==> src/sv/cpp_pkg.sv <==
// cpp_pkg: shared types, codes and constants for the camera packet to polar block.
// No dependencies; imported by every module of the block.
`default_nettype none

package cpp_pkg;

  localparam int FRAC_BITS_DEFAULT = 4;

  // Configuration register indexes
  localparam logic [1:0] REG_SYNC_FIRST  = 2'd0;
  localparam logic [1:0] REG_SYNC_SECOND = 2'd1;
  localparam logic [1:0] REG_ATTACK_BLUE = 2'd2;

  // Result object codes
  localparam logic [1:0] OBJ_ATTACK = 2'd0;
  localparam logic [1:0] OBJ_DEFEND = 2'd1;
  localparam logic [1:0] OBJ_BALL   = 2'd2;

  // Coordinate pair slots, in packet order
  localparam logic [1:0] PAIR_YELLOW = 2'd0;
  localparam logic [1:0] PAIR_BLUE   = 2'd1;
  localparam logic [1:0] PAIR_BALL   = 2'd2;
  localparam int         NUM_PAIRS   = 3;

  localparam logic signed [8:0] CENTRE = 9'sd60;

  // CORDIC datapath
  localparam int CORDIC_STEPS = 23;
  localparam int PRESCALE     = 20;
  localparam int CW           = 32;
  localparam int ZW           = 26;
  localparam int ANG_FRAC     = 16;

  localparam logic signed [ZW-1:0] ANG_90  = 26'sd5898240;
  localparam logic signed [ZW-1:0] ANG_180 = 26'sd11796480;

  localparam logic signed [ZW-1:0] ATAN_LUT [CORDIC_STEPS] = '{
    26'sd2949120, 26'sd1740967, 26'sd919879, 26'sd466945, 26'sd234379,
    26'sd117304,  26'sd58666,   26'sd29335,  26'sd14668,  26'sd7334,
    26'sd3667,    26'sd1833,    26'sd917,    26'sd458,    26'sd229,
    26'sd115,     26'sd57,      26'sd29,     26'sd14,     26'sd7,
    26'sd4,       26'sd2,       26'sd1
  };

  // Sum of squares of recentred coordinates fits in 17 bits
  localparam int SUMSQ_W = 17;

  typedef struct packed {
    logic [7:0] x;
    logic [7:0] y;
  } cpp_pair_t;

  typedef struct packed {
    logic signed [8:0] x;
    logic signed [8:0] y;
  } cpp_vec_t;

endpackage

`default_nettype wire

==> src/sv/cpp_collect.sv <==
// cpp_collect: start byte search and coordinate byte store for one camera packet.
// Depends on cpp_pkg.
`default_nettype none

module cpp_collect
  import cpp_pkg::*;
(
  input  wire logic       clk_i,
  input  wire logic       rst_ni,
  input  wire logic       accept_i,
  input  wire logic [7:0] byte_i,
  input  wire logic [7:0] sync_first_i,
  input  wire logic [7:0] sync_second_i,
  input  wire logic [1:0] pair_sel_i,
  output cpp_pair_t       pair_o,
  output logic            done_o
);

  logic [2:0] phase_q, phase_d;
  logic       first_q, first_d;
  cpp_pair_t  pair_q [NUM_PAIRS];

  assign done_o = accept_i && (phase_q == 3'd6);
  assign pair_o = pair_q[pair_sel_i];

  always_comb begin
    phase_d = phase_q;
    first_d = first_q;
    if (accept_i) begin
      priority if (phase_q == 3'd0 || phase_q == 3'd7) begin
        phase_d = 3'd0;
        if (first_q && byte_i == sync_second_i) begin
          first_d = 1'b0;
          phase_d = 3'd1;
        end else begin
          first_d = (byte_i == sync_first_i);
        end
      end else if (phase_q == 3'd6) begin
        phase_d = 3'd0;
        first_d = 1'b0;
      end else begin
        phase_d = phase_q + 3'd1;
      end
    end
  end

  always_ff @(posedge clk_i or negedge rst_ni) begin
    if (!rst_ni) begin
      phase_q <= 3'd0;
      first_q <= 1'b0;
    end else begin
      phase_q <= phase_d;
      first_q <= first_d;
    end
  end

  // byte store, no reset
  always_ff @(posedge clk_i) begin
    if (accept_i) begin
      unique case (phase_q)
        3'd1:    pair_q[PAIR_YELLOW].x <= byte_i;
        3'd2:    pair_q[PAIR_YELLOW].y <= byte_i;
        3'd3:    pair_q[PAIR_BLUE].x   <= byte_i;
        3'd4:    pair_q[PAIR_BLUE].y   <= byte_i;
        3'd5:    pair_q[PAIR_BALL].x   <= byte_i;
        3'd6:    pair_q[PAIR_BALL].y   <= byte_i;
        default: ;
      endcase
    end
  end

endmodule

`default_nettype wire

==> src/sv/cpp_cordic.sv <==
// cpp_cordic: vectoring CORDIC, one micro-rotation a cycle, giving 90 - atan2(y,x).
// Depends on cpp_pkg.
`default_nettype none

module cpp_cordic
  import cpp_pkg::*;
#(
  parameter int FRACTION_BITS = FRAC_BITS_DEFAULT
) (
  input  wire logic        clk_i,
  input  wire logic        rst_ni,
  input  wire logic        start_i,
  input  wire cpp_vec_t    vec_i,
  output logic             busy_o,
  output logic [13:0]      angle_o
);

  localparam int IW   = $clog2(CORDIC_STEPS);
  localparam int AW   = ZW + 2;
  localparam int RSH  = ANG_FRAC - FRACTION_BITS;
  localparam logic signed [AW-1:0] HALF = AW'(1) << (RSH - 1);

  logic signed [CW-1:0] px_q, px_d, py_q, py_d;
  logic signed [ZW-1:0] z_q, z_d;
  logic [IW-1:0]        i_q, i_d;
  logic                 busy_q, busy_d;

  logic signed [CW-1:0] x_w, y_w, dx, dy;
  logic signed [AW-1:0] ang_w, rnd_w, sh_w;

  assign x_w = {{(CW-9){vec_i.x[8]}}, vec_i.x} <<< PRESCALE;
  assign y_w = {{(CW-9){vec_i.y[8]}}, vec_i.y} <<< PRESCALE;
  assign dx  = py_q >>> i_q;
  assign dy  = px_q >>> i_q;

  always_comb begin
    px_d   = px_q;
    py_d   = py_q;
    z_d    = z_q;
    i_d    = i_q;
    busy_d = busy_q;
    if (start_i) begin
      i_d    = '0;
      busy_d = 1'b0;
      priority if (vec_i.y == 9'sd0) begin
        z_d = vec_i.x[8] ? ANG_180 : '0;
      end else if (vec_i.x == 9'sd0) begin
        z_d = vec_i.y[8] ? -ANG_90 : ANG_90;
      end else begin
        busy_d = 1'b1;
        if (!vec_i.x[8]) begin
          px_d = x_w;
          py_d = y_w;
          z_d  = '0;
        end else if (!vec_i.y[8]) begin
          px_d = y_w;
          py_d = -x_w;
          z_d  = ANG_90;
        end else begin
          px_d = -y_w;
          py_d = x_w;
          z_d  = -ANG_90;
        end
      end
    end else if (busy_q) begin
      if (!py_q[CW-1]) begin
        px_d = px_q + dx;
        py_d = py_q - dy;
        z_d  = z_q + ATAN_LUT[i_q];
      end else begin
        px_d = px_q - dx;
        py_d = py_q + dy;
        z_d  = z_q - ATAN_LUT[i_q];
      end
      i_d = i_q + IW'(1);
      if (i_q == IW'(CORDIC_STEPS - 1)) begin
        busy_d = 1'b0;
      end
    end
  end

  always_ff @(posedge clk_i or negedge rst_ni) begin
    if (!rst_ni) begin
      busy_q <= 1'b0;
      i_q    <= '0;
    end else begin
      busy_q <= busy_d;
      i_q    <= i_d;
    end
  end

  always_ff @(posedge clk_i) begin
    px_q <= px_d;
    py_q <= py_d;
    z_q  <= z_d;
  end

  // bearing = 90 - atan2, round half up to the output fraction
  assign ang_w   = {{2{ANG_90[ZW-1]}}, ANG_90} - {{2{z_q[ZW-1]}}, z_q};
  assign rnd_w   = ang_w + HALF;
  assign sh_w    = rnd_w >>> RSH;
  assign angle_o = sh_w[13:0];
  assign busy_o  = busy_q;

endmodule

`default_nettype wire

==> src/sv/cpp_isqrt.sv <==
// cpp_isqrt: sum of squares through one shared multiplier, then a digit-by-digit
// square root with round to nearest. Depends on cpp_pkg.
`default_nettype none

module cpp_isqrt
  import cpp_pkg::*;
#(
  parameter int FRACTION_BITS = FRAC_BITS_DEFAULT
) (
  input  wire logic     clk_i,
  input  wire logic     rst_ni,
  input  wire logic     start_i,
  input  wire cpp_vec_t vec_i,
  output logic          busy_o,
  output logic [12:0]   distance_o
);

  localparam int NW = SUMSQ_W + 2 * FRACTION_BITS;
  localparam int RW = NW + 1;
  localparam int NB = (NW + 1) / 2;
  localparam logic [RW-1:0] BIT_TOP = RW'(1) << (2 * (NB - 1));

  typedef enum logic [3:0] {
    SQ_IDLE = 4'b0001,
    SQ_XX   = 4'b0010,
    SQ_YY   = 4'b0100,
    SQ_ROOT = 4'b1000
  } sq_state_e;

  sq_state_e state_q, state_d;

  logic [7:0]         ax_q, ay_q, mul_a;
  logic [15:0]        prod;
  logic [SUMSQ_W-1:0] acc_q, sum_w;
  logic [RW-1:0]      rem_q, rem_d, r_q, r_d, bit_q, bit_d, trial, dist_w;
  logic [8:0]         abs_x, abs_y;

  assign abs_x = vec_i.x[8] ? 9'(-vec_i.x) : vec_i.x;
  assign abs_y = vec_i.y[8] ? 9'(-vec_i.y) : vec_i.y;
  assign mul_a = (state_q == SQ_XX) ? ax_q : ay_q;
  assign prod  = mul_a * mul_a;
  assign sum_w = acc_q + SUMSQ_W'(prod);
  assign trial = r_q + bit_q;

  always_comb begin
    state_d = state_q;
    rem_d   = rem_q;
    r_d     = r_q;
    bit_d   = bit_q;
    unique case (state_q)
      SQ_IDLE: begin
        if (start_i) begin
          state_d = SQ_XX;
        end
      end
      SQ_XX: begin
        state_d = SQ_YY;
      end
      SQ_YY: begin
        rem_d   = RW'(sum_w) << (2 * FRACTION_BITS);
        r_d     = '0;
        bit_d   = BIT_TOP;
        state_d = SQ_ROOT;
      end
      SQ_ROOT: begin
        if (rem_q >= trial) begin
          rem_d = rem_q - trial;
          r_d   = (r_q >> 1) + bit_q;
        end else begin
          r_d   = r_q >> 1;
        end
        bit_d = bit_q >> 2;
        if (bit_q == RW'(1)) begin
          state_d = SQ_IDLE;
        end
      end
      default: state_d = SQ_IDLE;
    endcase
  end

  always_ff @(posedge clk_i or negedge rst_ni) begin
    if (!rst_ni) begin
      state_q <= SQ_IDLE;
    end else begin
      state_q <= state_d;
    end
  end

  always_ff @(posedge clk_i) begin
    if (start_i && state_q == SQ_IDLE) begin
      ax_q <= abs_x[7:0];
      ay_q <= abs_y[7:0];
    end
    if (state_q == SQ_XX) begin
      acc_q <= SUMSQ_W'(prod);
    end
    rem_q <= rem_d;
    r_q   <= r_d;
    bit_q <= bit_d;
  end

  // rem holds n - r*r once the digits are done
  assign dist_w     = r_q + RW'(rem_q > r_q);
  assign distance_o = dist_w[12:0];
  assign busy_o     = (state_q != SQ_IDLE);

endmodule

`default_nettype wire

==> src/sv/camera_packet_to_polar.sv <==
// camera_packet_to_polar: top level, configuration registers, result sequencer
// and output register. Depends on cpp_pkg, cpp_collect, cpp_cordic, cpp_isqrt.
//
// Camera bytes are taken one per cycle while the block hunts for the two start
// bytes and collects the six coordinate bytes. The sixth byte starts three
// conversions in turn (attack goal, defend goal, ball); each runs the 23-step
// CORDIC loop unless the point lies on an axis, with the square root running
// alongside. The input is stalled after the sixth byte until the ball result
// enters the output register, longer if the output side holds back results. The
// last result may still sit in the output register while new bytes are accepted.
`default_nettype none

module camera_packet_to_polar
  import cpp_pkg::*;
#(
  parameter int FRACTION_BITS = FRAC_BITS_DEFAULT
) (
  input  wire logic        clk_i,
  input  wire logic        rst_ni,
  input  wire logic        cfg_we_i,
  input  wire logic [1:0]  cfg_index_i,
  input  wire logic [7:0]  cfg_data_i,
  input  wire logic        in_valid_i,
  output logic             in_stall_o,
  input  wire logic [7:0]  data_byte_i,
  output logic             out_valid_o,
  input  wire logic        out_stall_i,
  output logic [1:0]       object_id_o,
  output logic signed [13:0] angle_o,
  output logic [12:0]      distance_o,
  output logic             visible_o,
  output logic             last_o
);

  typedef enum logic [3:0] {
    ST_IDLE = 4'b0001,
    ST_LOAD = 4'b0010,
    ST_RUN  = 4'b0100,
    ST_EMIT = 4'b1000
  } cpp_state_e;

  cpp_state_e state_q, state_d;

  logic [7:0] sync_first_q, sync_second_q;
  logic       attack_blue_q;

  logic [1:0] obj_q, obj_d, pair_sel;
  logic       vis_q;
  logic       accept, pkt_done, out_free;
  logic       cordic_busy, sqrt_busy, start;
  cpp_pair_t  pair;
  cpp_vec_t   vec;
  logic [13:0] angle_w;
  logic [12:0] dist_w;

  logic        out_valid_q;
  logic [1:0]  object_id_q;
  logic [13:0] angle_q;
  logic [12:0] distance_q;
  logic        visible_q, last_q;

  assign in_stall_o = (state_q != ST_IDLE);
  assign accept     = in_valid_i && !in_stall_o;
  assign start      = (state_q == ST_LOAD);
  assign out_free   = !out_valid_q || !out_stall_i;

  // configuration registers
  always_ff @(posedge clk_i or negedge rst_ni) begin
    if (!rst_ni) begin
      sync_first_q  <= 8'd0;
      sync_second_q <= 8'd0;
      attack_blue_q <= 1'b1;
    end else if (cfg_we_i) begin
      unique case (cfg_index_i)
        REG_SYNC_FIRST:  sync_first_q  <= cfg_data_i;
        REG_SYNC_SECOND: sync_second_q <= cfg_data_i;
        REG_ATTACK_BLUE: attack_blue_q <= cfg_data_i[0];
        default: ;
      endcase
    end
  end

  cpp_collect u_collect (
    .clk_i         (clk_i),
    .rst_ni        (rst_ni),
    .accept_i      (accept),
    .byte_i        (data_byte_i),
    .sync_first_i  (sync_first_q),
    .sync_second_i (sync_second_q),
    .pair_sel_i    (pair_sel),
    .pair_o        (pair),
    .done_o        (pkt_done)
  );

  always_comb begin
    unique case (obj_q)
      OBJ_ATTACK: pair_sel = attack_blue_q ? PAIR_BLUE : PAIR_YELLOW;
      OBJ_DEFEND: pair_sel = attack_blue_q ? PAIR_YELLOW : PAIR_BLUE;
      default:    pair_sel = PAIR_BALL;
    endcase
  end

  // recentre a pair whose x is nonzero
  always_comb begin
    if (pair.x != 8'd0) begin
      vec.x = $signed({1'b0, pair.x}) - CENTRE;
      vec.y = $signed({1'b0, pair.y}) - CENTRE;
    end else begin
      vec.x = $signed({1'b0, pair.x});
      vec.y = $signed({1'b0, pair.y});
    end
  end

  cpp_cordic #(
    .FRACTION_BITS (FRACTION_BITS)
  ) u_cordic (
    .clk_i   (clk_i),
    .rst_ni  (rst_ni),
    .start_i (start),
    .vec_i   (vec),
    .busy_o  (cordic_busy),
    .angle_o (angle_w)
  );

  cpp_isqrt #(
    .FRACTION_BITS (FRACTION_BITS)
  ) u_isqrt (
    .clk_i      (clk_i),
    .rst_ni     (rst_ni),
    .start_i    (start),
    .vec_i      (vec),
    .busy_o     (sqrt_busy),
    .distance_o (dist_w)
  );

  always_comb begin
    state_d = state_q;
    obj_d   = obj_q;
    unique case (state_q)
      ST_IDLE: begin
        if (pkt_done) begin
          obj_d   = OBJ_ATTACK;
          state_d = ST_LOAD;
        end
      end
      ST_LOAD: state_d = ST_RUN;
      ST_RUN: begin
        if (!cordic_busy && !sqrt_busy) begin
          state_d = ST_EMIT;
        end
      end
      ST_EMIT: begin
        if (out_free) begin
          if (obj_q == OBJ_BALL) begin
            state_d = ST_IDLE;
          end else begin
            obj_d   = obj_q + 2'd1;
            state_d = ST_LOAD;
          end
        end
      end
      default: state_d = ST_IDLE;
    endcase
  end

  always_ff @(posedge clk_i or negedge rst_ni) begin
    if (!rst_ni) begin
      state_q     <= ST_IDLE;
      obj_q       <= OBJ_ATTACK;
      out_valid_q <= 1'b0;
    end else begin
      state_q <= state_d;
      obj_q   <= obj_d;
      if (state_q == ST_EMIT && out_free) begin
        out_valid_q <= 1'b1;
      end else if (!out_stall_i) begin
        out_valid_q <= 1'b0;
      end
    end
  end

  always_ff @(posedge clk_i) begin
    if (state_q == ST_LOAD) begin
      vis_q <= (vec.y != 9'sd0);
    end
    if (state_q == ST_EMIT && out_free) begin
      object_id_q <= obj_q;
      angle_q     <= angle_w;
      distance_q  <= dist_w;
      visible_q   <= vis_q;
      last_q      <= (obj_q == OBJ_BALL);
    end
  end

  assign out_valid_o = out_valid_q;
  assign object_id_o = object_id_q;
  assign angle_o     = angle_q;
  assign distance_o  = distance_q;
  assign visible_o   = visible_q;
  assign last_o      = last_q;

endmodule

`default_nettype wire

==> config.mk <==
export PLATFORM = sky130hd
export DESIGN_NAME = camera_packet_to_polar
export DESIGN_NICKNAME = d
export VERILOG_FILES = /design/src/sv/cpp_pkg.sv /design/src/sv/cpp_collect.sv /design/src/sv/cpp_cordic.sv /design/src/sv/cpp_isqrt.sv /design/src/sv/camera_packet_to_polar.sv
export SDC_FILE = /design/constraint.sdc
export NUM_CORES = 1
export LEC_CHECK = 0
export BUFFER_PORTS_ARGS = -buffer_cell sky130_fd_sc_hd__buf_4
export CORE_MARGIN = 2
export CORE_UTILIZATION = 45
export CTS_CLUSTER_DIAMETER = 50
export CTS_CLUSTER_SIZE = 30
export DETAILED_ROUTE_END_ITERATION = 10
export PLACE_DENSITY = 0.62
export RECOVER_POWER = 100
export SKIP_CTS_REPAIR_TIMING = 1
export SLEW_MARGIN = 15
export SYNTH_ARGS = -nofsm -noshare
export SYNTH_HDL_FRONTEND = slang
export SYNTH_SLANG_ARGS = --single-unit
==> constraint.sdc <==
create_clock -name clk_i -period 20.2 [get_ports clk_i]
set_clock_uncertainty 0.2 [all_clocks]
set_input_delay 1.01 -clock clk_i [delete_from_list [all_inputs] [get_ports clk_i]]
set_output_delay 1.01 -clock clk_i [all_outputs]
set_load 0.01 [all_outputs]
# After elaboration in Yosys (flattened, before gate mapping)
# Memory sizes are Yosys's and may differ from the RTL's.
# Cells that the tools add are included.
[word_totals] regBits=270 mem_bits_rw=48 rom_bits=832 out_inout_bits=33 elab_cells=214 n_memories=2
[memory_table] memory="(no name shown)" words=32 word_bits=26 read_ports=1 rd_ports_with_merged_regs=0 wr=0 line="cpp_cordic.sv:69" rtl="z_d = z_q + ATAN_LUT[i_q];"
[memory_table] memory="u_collect.pair_q" words=3 word_bits=16 read_ports=1 rd_ports_with_merged_regs=0 wr=1 line="cpp_collect.sv:21" rtl="cpp_pair_t pair_q [NUM_PAIRS];"
[op_classes] addsub=22 multipliers=1 order_cmp=3 eq_ne=35 shifts=2 n_mux=87 bitwise=1 reduce_logical=35
[op_table] op="two-way mux 32 bit" n=14
[op_table] op="two-way mux 26 bit" n=11
[op_table] op="case mux 26 bit (2 select lines)" n=3
[op_table] op="adder 32 bit" n=2
[op_table] op="negation 29 -> 32 bit" n=2
[op_table] op=">>> shifter 32 x 5 -> 32 bit" n=2
[op_table] op="subtractor 32 bit" n=2
[op_table] op="adder 26 bit" n=2
[op_table] op="subtractor 26 bit" n=2
[op_table] op="two-way mux 16 bit" n=2
[op_table] op="case mux 4 bit (4 select lines)" n=2
[op_table] op="OR reduction 16 bit" n=2
[op_table] op="two-way mux 1 bit" n=31
[op_table] op="adder 25 x 26 -> 26 bit" n=1
[op_table] op="adder 26 x 13 -> 26 bit (second input constant)" n=1
[op_table] op="equality test 26 x 1 -> 1 bit (second input constant)" n=1
[op_table] op=">= comparator 26 bit" n=1
[op_table] op="greater-than comparator 26 bit" n=1
[op_table] op="subtractor 24 x 26 -> 26 bit (first input constant)" n=1
[op_table] op="two-way mux 24 bit" n=1
[op_table] op="two-way mux 8 bit" n=3
[op_table] op="two-way mux 4 bit" n=5
[op_table] op="logical NOT 9 bit" n=2
[op_table] op="two-way mux 18 bit" n=1
[op_table] op="39 further kinds" n=91

# Depth between registers and ports, before layout
# An unclocked memory read counts as a cell.
[depth] word_depth=11 ltp_mapped=29 mapped_depth_nobuf=27

# By module
# Synthesis repeated with hierarchy kept, for this count alone.
[hier_totals] cells_unflattened=3269 area_unflattened_um2=30481.7
[by_module_without_submodules] module="cpp_cordic" n_inst=1 cells_each=1828 area_per_inst_um2=15638.7 seq_area_each_um2=2852.7
[by_module_without_submodules] module="cpp_isqrt" n_inst=1 cells_each=1118 area_per_inst_um2=10207.3 seq_area_each_um2=2984.1
[by_module_without_submodules] module="camera_packet_to_polar" n_inst=1 cells_each=164 area_per_inst_um2=2398.6 seq_area_each_um2=1564.0
[by_module_without_submodules] module="cpp_collect" n_inst=1 cells_each=159 area_per_inst_um2=2237.1 seq_area_each_um2=1541.5

# Worst setup path before layout
# OpenSTA, ideal clock, no wires.
[synth_path] kind="flip-flop to flip-flop" from="register obj_q[0]" to="register u_cordic.px_q[0] (enable)" setup_ps=574 arrival_time_ps=8574 t_required_ps=19426 setup_slack_ps=10851 stages_incl_launch_ff=22 path_buffers=7 period_less_slack_ps=9349 path_cell_list="dfrtp_1 -> inv_1 -> ha_1 -> clkbuf_1 -> clkbuf_1 -> buf_1 -> buf_1 -> nor2_1 -> a21oi_1 -> o221ai_1 -> ha_1 -> nand2_1 -> a21oi_1 -> and4_1 -> clkbuf_1 -> nor2_1 -> and3_1 -> clkbuf_1 -> inv_1 -> clkbuf_1 -> ha_1 -> o21ai_0"
[synth_via] elab_chain_cells=8
[synth_lines] item="start: declaration" line="camera_packet_to_polar.sv:47" rtl="logic [1:0] obj_q, obj_d, pair_sel;"
[synth_lines] item="start signal: assignment" line="camera_packet_to_polar.sv:173" rtl="obj_q <= obj_d;"
[synth_lines] item="equality test 2 x 1 -> 1 bit / logical NOT 2 bit (equally long branches)" line="camera_packet_to_polar.sv:96" rtl="unique case (obj_q)"
[synth_lines] item="case mux 2 bit (2 select lines) (*)" line="camera_packet_to_polar.sv:96"
[synth_lines] item="memory (3 x 16 bit) (*)"
[synth_lines] item="subtractor 8 x 6 -> 9 bit (tied with other cells)" line="camera_packet_to_polar.sv:107" rtl="vec.y = $signed({1'b0, pair.y}) - CENTRE;"
[synth_lines] item="two-way mux 18 bit (*)" line="camera_packet_to_polar.sv:105" rtl="if (pair.x != 8'd0) begin"
[synth_lines] item="logical NOT 9 bit, on equally long branches" line="cpp_cordic.sv:45, cpp_cordic.sv:47"
[synth_lines] item="!= test 2 bit (no line)"
[synth_lines] item="AND reduction 3 bit (no line) (*)"
[synth_lines] item="end signal: assignment" line="cpp_cordic.sv:93" rtl="px_q <= px_d;"
[synth_lines] item="end: declaration" line="cpp_cordic.sv:23" rtl="logic signed [CW-1:0] px_q, px_d, py_q, py_d;"
# Mark *: on every way between the ends. The rest lies on a longest branch, timed or not.
# A chain may end at the register's enable or synchronous reset.

# Final worst setup path
[layout_path] from="register u_cordic.i_q[1]" to="register u_cordic.px_q[31] (data pin)"
[layout_via] elab_chain_cells=5
[layout_lines] item="start: declaration" line="cpp_cordic.sv:25" rtl="logic [IW-1:0] i_q, i_d;"
[layout_lines] item="start signal: assignment" line="cpp_cordic.sv:88" rtl="i_q <= i_d;"
[layout_lines] item=">>> shifter 32 x 5 -> 32 bit (*)" line="cpp_cordic.sv:33" rtl="assign dx = py_q >>> i_q;"
[layout_lines] item="adder 32 bit / subtractor 32 bit (equally long branches)" line="cpp_cordic.sv:67, cpp_cordic.sv:71"
[layout_lines] item="two-way mux 32 bit (*)" line="cpp_cordic.sv:66" rtl="if (!py_q[CW-1]) begin"
[layout_lines] item="two-way mux 32 bit (*)" line="cpp_cordic.sv:65" rtl="end else if (busy_q) begin"
[layout_lines] item="two-way mux 32 bit (*)" line="cpp_cordic.sv:42" rtl="if (start_i) begin"
[layout_lines] item="named net u_cordic.px_d[31]" line="cpp_cordic.sv:23"
# Mark *: on every way through the listed nets, which the timed path passes. The rest lies on a longest branch. The select of a mux whose other input is x is not followed.

==> summary.md <==
| Metric | Value |
|---|---|
| Post-synthesis xor/xnor area fraction | `under 10%` |
| Fmax | `98.37 MHz` |
| Avg WL per Cell | `20.16 um` |
| Vias per std cell | `6.098` |
| Most common cell after layout, fill and taps aside | `nor2_1` |
| H-tree levels | `2` |
| Reg area | `0.008949 mm2` |
| Simple-gate share of the synthesized area | `16.06%` |
| Post-synthesis adder-cell area fraction | `12.13%` |
| Hpwl dp | `roughly 59000 um` |
| Fin nets | `3369` |
| Most frequent cells in the layout | `nor2_1, edfxtp_1, ha_1, nand2_1, a21oi_1` |
| Clk Latency, worst-skew pair | `~620 ps` |
| Core area | `~0.063 mm2` |
| Drt first pass iters | `5` |
| Clk pin slew, worst setup/hold paths | `60 ps` |
| CP Class | `flip-flop to flip-flop` |
| Post-synth top flop | `edfxtp_1` |
| Combinational family with the most area after synthesis | `compound AO/OA/AOI/OAI gates` |
| Number of antenna-violating nets in the routed design | `0` |
| Worst Tran Pin Value | `roughly 3900 ps` |
| Multi-input logic area | `0.01870 mm2` |
| Synth Area in Compound Gates | `18.25%` |
| Initial Util | `a little under half` |
| Clk buf depth | `3` |
| Fin. max-slew vios | `537` |
| Worst path max stage delay | `1960 ps` |
| Layout cells sized above 1 | `9.312%` |
| GRT Total Usage | `23.63%` |
| Slew headroom | `-159.7%` |
| Total inserted antenna cells | `0` |
| Vias in the first global route | `about 23000` |
| Routed wire length | `80060 um` |
| Worst-path cell chain | `clkbuf_1 > nor2_1 > mux2i_1 > mux4_2 > nand2_1 > nor4_1 > nand2_1 > o21ai_0 > xor2_1 > ha_1 > a21o_1 > a21o_1 > a211oi_1 > o21bai_1 > o21ai_0 > nor4_1 > o31ai_1 > a211oi_1 > xnor3_1 > nor2_1` |
| Post-Syn Nets | `3373` |
| Sequential area share after synthesis | `31.03%` |
| Worst R2R Setup Slack | `10030 ps` |
| First-pass GRT wire length | `126800 um` |
| Mapped Cells | `slightly above 3000` |
| Worst Path Max Fanout | `48` |
| Synth Cell Area | `a little under 0.03 mm2` |
| Global route overflow | `0` |
| Area growth, synth to finish | `8.951%` |
| Filler cells | `around 6000` |
| Synth warnings | `0` |
| Final Hold Viols | `0` |
| Multiplexer share of the synthesized area | `9.446%` |
| Fin crit period | `10170 ps` |
| Initial antenna violation count | `1` |
| Crit end category | `flip-flop` |
| Post-synthesis async set-or-reset flop share | `12.50%` |
| Height of the die | `between 200 and 300 um` |
| CTS tree | `yes` |
| Hold Path Cell Cnt | `0` |
| Reg2reg path depth | `20` |
| Site Rows | `92` |
| Slowest stage cell, crit path | `clkbuf_1` |
| Class of the worst hold path | `flip-flop to flip-flop` |
| Violated checks | `capacitance limit, slew limit` |
| Startpoint types | `flip-flop` |
| Yosys reg bits | `304` |
| Instance count on the critical path | `20` |
| Die W | `approximately 260 um` |
| Status | `finished with violations` |
| Fin crit share | `50.33%` |
| Largest net degree at the start of global routing | `65` |
| Max-cap violation count | `13` |
| Die Area | `around 0.066 mm2` |
| Total CTS buffers | `49` |
| EDFF count, synth | `266` |
| Worst Path Arrival | `10220 ps` |
| RSZ-0062 raised after global routing | `no` |
| CP required | `20250 ps` |
| Synth unique cells | `99` |
| Buffers plus inverters on the worst setup path | `1` |
| Final GP Congestion | `0.9559` |
| I/O Pins | `56` |
| Clock Root Buffer | `clkbuf_16` |
| DRC Markers | `0` |
| Final setup viols | `0` |
| DR iter-0 viols | `2010` |
| Total number of vias | `24220` |
| Sum Neg Setup Slack | `0 ps` |
| Cell family with most CP delay | `compound AO/OA/AOI/OAI gates` |
| Syn Area/Cell | `9.334 um2` |
| CTS sink cnt | `304` |
| PortBufs | `between 50 and 60` |
## routing by layer
layer	GRT usage, %	up-vias	routed length, um
met5	0	-	0
met4	6.783	0	2003
met3	3.753	135	5939
met2	37.59	900	36160
met1	33.23	11670	35950
li1	-	11510	-
## cell type report
type / count / area share, %
Inverter: 148 / 1.773
Timing Repair Buffer: 84 / 1.339
Sequential cell: 304 / 28.50
Clock buffer: 52 / 3.941
Multi-Input combinational cell: 2497 / 59.56
Tap cell: 846 / 3.371
Clock inverter: 40 / 1.522
## worst paths after layout
check	start	to
max	u_cordic.i_q[1]	u_cordic.px_q[31]
min reg2reg	vis_q	visible_o
min	vis_q	visible_o
max reg2reg	u_cordic.i_q[1]	u_cordic.px_q[31]
max in group asynchronous	rst_ni	u_cordic.i_q[0]
min in group asynchronous	rst_ni	u_isqrt.state_q[3]
## cell usage after synthesis, drive strengths merged (27+ instances only)
library cell  count  area [um2]
mux2i            50       504.2
o21bai           27       202.7
buf              64       351.6
nand2           217       814.5
nand3            47       235.2
nor2b            29       181.4
fa               29       580.6
nor2            348        1309
o21ai           173       865.8
nand4            35       219.0
inv             147       551.8
a211oi           46       345.3
ha              233        2915
dfrtp            35       875.8
a21oi           210        1051
xnor2           190        1664
a21o             82       615.6
nand2b           38       237.7
clkbuf           75       281.5
and3             42       262.8
mux2             41       461.7
mux4             78        1757
nor3             69       361.6
edfxtp          266        7988
a31oi            47       294.0
xor2            100       875.8
## flip-flops by register name (all words and copies together) (netlist names), 5 cells and up
register,count
u_isqrt.rem_q,26
sync_first_q,8
angle_o,14
distance_o,13
u_isqrt.acc_q,15
u_isqrt.r_q,26
u_cordic.px_q,32
u_cordic.z_q,26
u_isqrt.bit_q,13
u_cordic.i_q,5
u_isqrt.ax_q,8
u_isqrt.ay_q,8
sync_second_q,8
u_collect.pair_q,48
u_cordic.py_q,32
## cells by family (layout without fill, tap and decap cells)
kind of cell	after synthesis	after routing
AND/OR/NAND/NOR	966	966
AO/OA/AOI/OAI	808	808
flip-flops	304	304
XOR/XNOR	292	292
buffers and inverters	287	324
adder cells (fa/ha/maj)	262	262
multiplexers	169	169
## stage by stage
stage	hold slack, ps	instances	utilization (%)	area, um2	setup slack (ps)
2_1_floorplan	200.3	3088	-	28820	10850
3_3_place_gp	208.0	3879	47.39	29950	12760
3_5_place_dp	216.5	3879	47.39	29950	12640
4_1_cts	205.4	3971	50.10	31660	12640
5_1_grt	243.2	3971	49.69	31400	9156
6_report	227.7	3971	49.69	31400	10030
Power is left out: the tool's default activity adds up to more than one toggle a clock period on the data nets, which glitch-free logic cannot reach.
